`src/jump_search_sorted_table_defines.svh`:
```
// ----------------------------------------------------------------------------
// Jump search sorted table: assertion macros
// Shared property forms for the block's concurrent checks.
// ----------------------------------------------------------------------------
`ifndef JUMP_SEARCH_SORTED_TABLE_DEFINES_SVH
`define JUMP_SEARCH_SORTED_TABLE_DEFINES_SVH

// Same-cycle implication, disabled in reset
`define JSS_ASSERT_NOW(label, ante, cons, msg) \
  label: assert property (@(posedge clk) disable iff (!rst_n) (ante) |-> (cons)) \
    else $error(msg);

// Next-cycle implication, disabled in reset
`define JSS_ASSERT_NEXT(label, ante, cons, msg) \
  label: assert property (@(posedge clk) disable iff (!rst_n) (ante) |=> (cons)) \
    else $error(msg);

`endif

```
`src/jss_pkg.sv`:
```
// ----------------------------------------------------------------------------
// jss_pkg
// Types and constants shared by the jump search table modules.
// ----------------------------------------------------------------------------
`timescale 1ns / 1ps

package jss_pkg;

  // Table geometry
  localparam int TABLE_DEPTH = 1024;
  localparam int KEY_BITS    = 32;
  localparam int ADDR_W      = 10;   // slot and position width
  localparam int LEN_W       = 11;   // length and walk counters, up to depth + jump
  localparam int JUMP_W      = 6;    // floor(sqrt(TABLE_DEPTH)) fits
  localparam int SQ_W        = 2 * JUMP_W;
  localparam int BIT_W       = 3;    // bit index of the root search
  localparam int CFG_IDX_W   = 2;
  localparam int CFG_DATA_W  = 11;

  // Operation codes
  localparam logic OP_LOAD   = 1'b0;
  localparam logic OP_SEARCH = 1'b1;

  // Register indexes
  localparam logic [CFG_IDX_W-1:0] CFG_TABLE_LENGTH = 2'd0;
  localparam logic [CFG_IDX_W-1:0] CFG_SIGNED_KEYS  = 2'd1;

  typedef struct packed {
    logic                     op;
    logic [ADDR_W-1:0]        slot;
    logic signed [KEY_BITS-1:0] key;
  } jss_in_t;

  typedef struct packed {
    logic              found;
    logic [ADDR_W-1:0] position;
  } jss_out_t;

  // Controller to datapath
  typedef struct packed {
    logic ram_we;      // write the request key into its slot
    logic latch_key;   // capture the search key
    logic init_jump;   // start = 0, next = jump
    logic clip_read;   // clip next to length, read block end
    logic advance;     // start = next, next += jump
    logic scan_start;  // index = start
    logic scan_read;   // read entry at index
    logic scan_inc;    // index += 1
    logic res_hit;     // result: found at index
    logic res_miss;    // result: not found
    logic out_load;    // move result into output register
  } jss_cmd_t;

  // Datapath to controller
  typedef struct packed {
    logic sqrt_busy;   // jump size still being worked out
    logic empty;       // length or jump size is zero
    logic key_le;      // key <= entry read, in selected order
    logic key_eq;      // key == entry read
    logic walk_end;    // block end reached the table end
    logic scan_last;   // index is the last entry of the block
  } jss_sts_t;

  typedef enum logic [2:0] {
    S_IDLE,
    S_INIT,
    S_JRD,
    S_JCMP,
    S_SRD,
    S_SCMP,
    S_DONE
  } jss_state_t;

endpackage

```
`src/jss_ctrl.sv`:
```
// ----------------------------------------------------------------------------
// jss_ctrl
// Search sequencer: accepts requests, walks block ends, scans one block.
// ----------------------------------------------------------------------------
`timescale 1ns / 1ps

module jss_ctrl import jss_pkg::*; (
  input  logic     clk,
  input  logic     rst_n,
  input  logic     in_valid,
  input  logic     in_op,
  output logic     in_stall,
  output logic     out_valid,
  input  logic     out_stall,
  input  jss_sts_t sts,
  output jss_cmd_t cmd
);

  jss_state_t state_r, state_nxt;
  logic       out_valid_r, out_valid_nxt;
  logic       accept;
  logic       out_free;

  assign in_stall = !((state_r == S_IDLE) && !sts.sqrt_busy);
  assign accept   = in_valid && !in_stall;
  assign out_free = !out_valid_r || !out_stall;

  // Next state
  always_comb begin
    state_nxt = state_r;
    unique case (state_r)
      S_IDLE: if (accept && (in_op == OP_SEARCH)) state_nxt = S_INIT;
      S_INIT: state_nxt = sts.empty ? S_DONE : S_JRD;
      S_JRD:  state_nxt = S_JCMP;
      S_JCMP: begin
        if (sts.key_le) begin
          state_nxt = S_SRD;
        end else if (sts.walk_end) begin
          state_nxt = S_DONE;
        end else begin
          state_nxt = S_JRD;
        end
      end
      S_SRD:  state_nxt = S_SCMP;
      S_SCMP: state_nxt = (sts.key_eq || sts.scan_last) ? S_DONE : S_SRD;
      S_DONE: if (out_free) state_nxt = S_IDLE;
      default: state_nxt = S_IDLE;
    endcase
  end

  // Commands
  always_comb begin
    cmd = '0;
    unique case (state_r)
      S_IDLE: begin
        cmd.ram_we    = accept && (in_op == OP_LOAD);
        cmd.latch_key = accept && (in_op == OP_SEARCH);
      end
      S_INIT: begin
        cmd.res_miss  = sts.empty;
        cmd.init_jump = !sts.empty;
      end
      S_JRD: cmd.clip_read = 1'b1;
      S_JCMP: begin
        cmd.scan_start = sts.key_le;
        cmd.advance    = !sts.key_le;
        cmd.res_miss   = !sts.key_le && sts.walk_end;
      end
      S_SRD: cmd.scan_read = 1'b1;
      S_SCMP: begin
        cmd.res_hit  = sts.key_eq;
        cmd.res_miss = !sts.key_eq && sts.scan_last;
        cmd.scan_inc = !sts.key_eq && !sts.scan_last;
      end
      S_DONE: cmd.out_load = out_free;
      default: ;
    endcase
  end

  // Output valid: set on load, cleared when taken
  always_comb begin
    out_valid_nxt = out_valid_r;
    if (out_valid_r && !out_stall) out_valid_nxt = 1'b0;
    if (cmd.out_load)              out_valid_nxt = 1'b1;
  end

  always_ff @(posedge clk) begin
    if (!rst_n) begin
      state_r     <= S_IDLE;
      out_valid_r <= 1'b0;
    end else begin
      state_r     <= state_nxt;
      out_valid_r <= out_valid_nxt;
    end
  end

  assign out_valid = out_valid_r;

endmodule

```
`config.mk`:
```
export PLATFORM = sky130hd
export DESIGN_NAME = jss_ctrl
export DESIGN_NICKNAME = d
export VERILOG_FILES = /design/src/jump_search_sorted_table_defines.svh /design/src/jss_pkg.sv /design/src/jss_ctrl.sv
export SDC_FILE = /design/constraint.sdc
export NUM_CORES = 1
export LEC_CHECK = 0
export BUFFER_PORTS_ARGS = -buffer_cell sky130_fd_sc_hd__buf_4
export CAP_MARGIN = 20
export CORE_AREA = 2 2 39 41
export CTS_CLUSTER_DIAMETER = 60
export DETAILED_ROUTE_END_ITERATION = 16
export DIE_AREA = 0 0 41 43
export SYNTH_ARGS = -nofsm -noshare
export SYNTH_HDL_FRONTEND = slang
export SYNTH_SLANG_ARGS = --single-unit
```
`constraint.sdc`:
```
create_clock -name clk -period 2.69 [get_ports clk]
set_input_delay 0.1345 -clock clk [delete_from_list [all_inputs] [get_ports clk]]
set_output_delay 0.1345 -clock clk [all_outputs]
set_load 0.05 [all_outputs]
```
Word-level counts from Yosys, hierarchy flattened. Cells that the tools add are included.

Equal/unequal tests: 8. Mux-type cells: 17. Bitwise operators: 1. Reductions and logical operators: 21.

Operators by type and width (count): $pmux W3 S7 (1); $mux W3 (5); $eq A3 B3 Y1 const B (3); $logic_and A1 B1 Y1 (8); $logic_not A1 Y1 (8); $mux W2 (4); $eq A3 B2 Y1 const B (2); $mux W1 (6); $eq A3 B1 Y1 const B (1); $logic_not A3 Y1 (1); $pmux W1 S3 (1); $logic_or A1 B1 Y1 (2); $ne A2 B1 Y1 const B (1); $ne A2 B2 Y1 const B (1); $reduce_and A2 Y1 (1); $reduce_bool A2 Y1 (1); $not A1 Y1 (1).

Flip-flop bits (word level): 4. Bits of input ports: 11. Output and inout bits: 13. Logic and storage cells: 49.

Logic depth before layout (Yosys ltp).
Depth in word-level cells: 6. Mapped depth: 4.

Worst setup path before layout. Ideal clock, no wire load.

Kind: register to output. Start: register state_r[0]. End: output cmd[8] (netlist name). Arrival: 1.821 ns. Path slack: 0.735 ns. Stages on the path, launching flop included: 4. Buffers on the path: 1. Cell sequence: dfxtp_1 buf_4 and2b_1 nor3b_1.

RTL lines: start: declaration (line jss_ctrl.sv:19) `jss_state_t state_r, state_nxt;`; start signal: assignment (line jss_ctrl.sv:92) `state_r <= state_nxt;`; end: declaration (line jss_ctrl.sv:16) `output jss_cmd_t cmd`.

==> flow_summary_export.csv <==
group,metric,value,unit
outcome,status,"finished, final reports clean",
floorplanning,dieHeight,43,um
worst_setup_path,crit_path_max_fanout,16,
layout,diodes,0,
yosys,synth.largest_area_cell,"dfxtp_1",
global_route,antenna_found_initial,0,
clock_tree,numCtsBuffers,3,
place,port_buffers,23,
power,p_comb_frac,0.363,
sta,hold_violations,0,
power,p_sw_frac,0.3729,
place,numPlacedInstances,82,
global_route,grt_pass1_vias,328,
yosys,avgSynthCellArea,7.933,um^2
power,seqPwrFrac,0.323,
worst_setup_path,reg2reg_slack,1.44,ns
floorplanning,dieArea,1763,um^2
flow_run,drv_cap,0,
layout,fin_cells,85,
yosys,syn_nets,58,
clock_tree,cts.hold.buffers_added,0,
yosys,ys_seq_area_frac,0.2148,
sta,fin_skew,0.002624,ns
power,internal_power,149.4,uW
layout,syn2layout_area_growth,47.65,%
power,vdd_drop_max,0.1767,mV
sta,period_share,0.6047,
clock_tree,cts_tree,"yes",
yosys,synth_commonest_cells,"nand2_1, dfxtp_1, nor2_1, nor3b_1, o21ai_0",
detailed_routing,wl,849,um
sta,max-slew-margin-rel,0.6909,
sta,finalCriticalPeriod,1.627,ns
detailed_routing,drtIter0Drc,3,
worst_setup_path,arrival,1.49,ns
detailed_routing,wl_per_cell,9.988,um
worst_setup_path,crit_type,"register to primary output",
detailed_routing,drc,0,
global_route,grt_max_degree,17,
yosys,yosysMostFrequentCell,"nand2_1",
detailed_routing,drtAntennaViolNets,0,
layout,num-nets-final,82,
sta,worst_slew_pin_slew,0.4631,ns
yosys,ys_warn_count,0,
worst_setup_path,cp.required,2.56,ns
yosys,ys_ff_latch,4,
detailed_routing,vias,404,
sta,timing.hold.ws,0.1307,ns
power,p_leak,0.0002747,uW
sta,finalSetupTns,0,ns
yosys,syn_area,372.9,um^2
sta,max_freq,0.6147,GHz
layout,drive_above_1_share,0.4493,
clock_tree,ctsRootBufferMaster,"clkbuf_4",
clock_tree,clock_latency,0.24,ns
yosys,netlist_instances,47,
clock_tree,cts.sinks,4,
yosys,synth_edf_count,0,
min_path,hold_path.class,"input port to register",
yosys,ys_types,26,
detailed_routing,viasPerCell,4.753,
yosys,ys.flop_type,"dfxtp_1",
yosys,synth.top_cells.by_area,"dfxtp_1, buf_6, nand2_1",
yosys,ys_async_sr_fraction,0,
power,powerDensity,432.8,nW/um^2
floorplanning,die_x,41,um
worst_setup_path,cp-start-kind,"register",
clock_tree,cts.path.max_buffers,2,
clock_tree,cts_resized,0,
clock_tree,path_clk_slew,0.04,ns
global_route,grt.total_usage,0.1085,
global_route,gr-total-overflow,0,
global_route,grt_pass1_wl,1.276,mm
worst_setup_path,critPathCaptureType,"primary output",
power,clock_power_share,0.314,
yosys,yosysTopAreaCellShare,0.2148,
floorplanning,core_area,1384,um^2
sta,rsz0062_at_grt,"false",
floorplanning,rows,14,
sta,setup_viol,0,
place,hpwlAfterDp,669.5,um
detailed_routing,drt_first_pass_iters,3,
floorplanning,io_pins,24,
sta,slew_viol_final,0,
clock_tree,htreeDepth,1,
floorplanning,start_util,0.2694,
power,power.switching,88.85,uW
place,place.gp.congestion,0.6195,
clock_tree,cts_setup_buffers,0,
cells by family after synthesis:
| kind of cell | Yosys count | share of synthesized area |
|---|---|---|
| AO/OA/AOI/OAI | 11 | 0.2047 |
| buffers and inverters | 7 | 0.1309 |
| flip-flops | 4 | 0.2148 |
| AND/OR/NAND/NOR | 25 | 0.4497 |
critical path, stage by stage, from the launching register on:
cell	delay, ns
dfxtp_1	0.60
and4bb_1	0.25
a22o_1	0.22
buf_4	0.18
flip-flops by register name, summed over array words and instances, names as in the netlist:
name       count
state_r        3
out_valid      1
metrics by stage:
step | utilization | setup slack (ns) | area (um^2) | total power (uW)
after detailed placement | 0.3816 | 1.318 | 528.0 | 165.0
final | 0.3978 | 1.063 | 550.5 | 238.3
after global routing | 0.3978 | 0.9609 | 550.5 | 252.9
after floorplan | - | 0.7349 | 372.9 | 138.7
after global placement | 0.3816 | 1.336 | 528.0 | 164.3
after CTS | 0.3978 | 1.063 | 550.5 | 242.3
path summary, 6_finish.rpt:
check | startpoint | to | depth (start not counted)
min reg2reg | state_r[0] | state_r[1] | 2
min | rst_n | out_valid | 2
max | state_r[2] | cmd[1] | 3
max reg2reg | state_r[2] | state_r[2] | 3
layout make-up:
cell class | instances | area [um^2]
Sequential cell | 4 | 80.08
Multi-Input combinational cell | 36 | 244.0
Inverter | 3 | 11.26
Timing Repair Buffer | 23 | 172.7
Fill cell | 156 | 833.3
Clock buffer | 3 | 22.52
Tap cell | 16 | 20.02
power groups by stage:
stage | clock, uW | sequential [uW] | combinational (uW)
after floorplan | 0 | 68.9 | 69.8
after global placement | 0 | 77.4 | 86.9
after detailed placement | 0 | 78.0 | 87.0
after CTS | 78.1 | 76.9 | 87.2
after global routing | 81.0 | 79.2 | 92.7
final | 74.9 | 77.0 | 86.4
placed cells by master (no fill, tap or decap), drive strengths merged:
cell type	n
buf	23
nand2	7
o21ai	5
dfxtp	4
nor3b	3
nor2	3
clkbuf	3
inv	3
nor3	2
and3	2
and4b	2
and4bb	1
nor4	1
and2b	1
o22ai	1
a22o	1
a21oi	1
and3b	1
o21ba	1
and2	1
a211o	1
nor4b	1
a211oi	1
layer usage:
metal / global-route usage / up-vias / part of all wire
met5: 0 / - / 0
met4: 0.08000 / 0 / 0.014
met3: 0.03141 / 3 / 0.068
met2: 0.1438 / 11 / 0.49
met1: 0.1419 / 178 / 0.43
li1: - / 212 / -
Power figures use the tool's default switching activity.
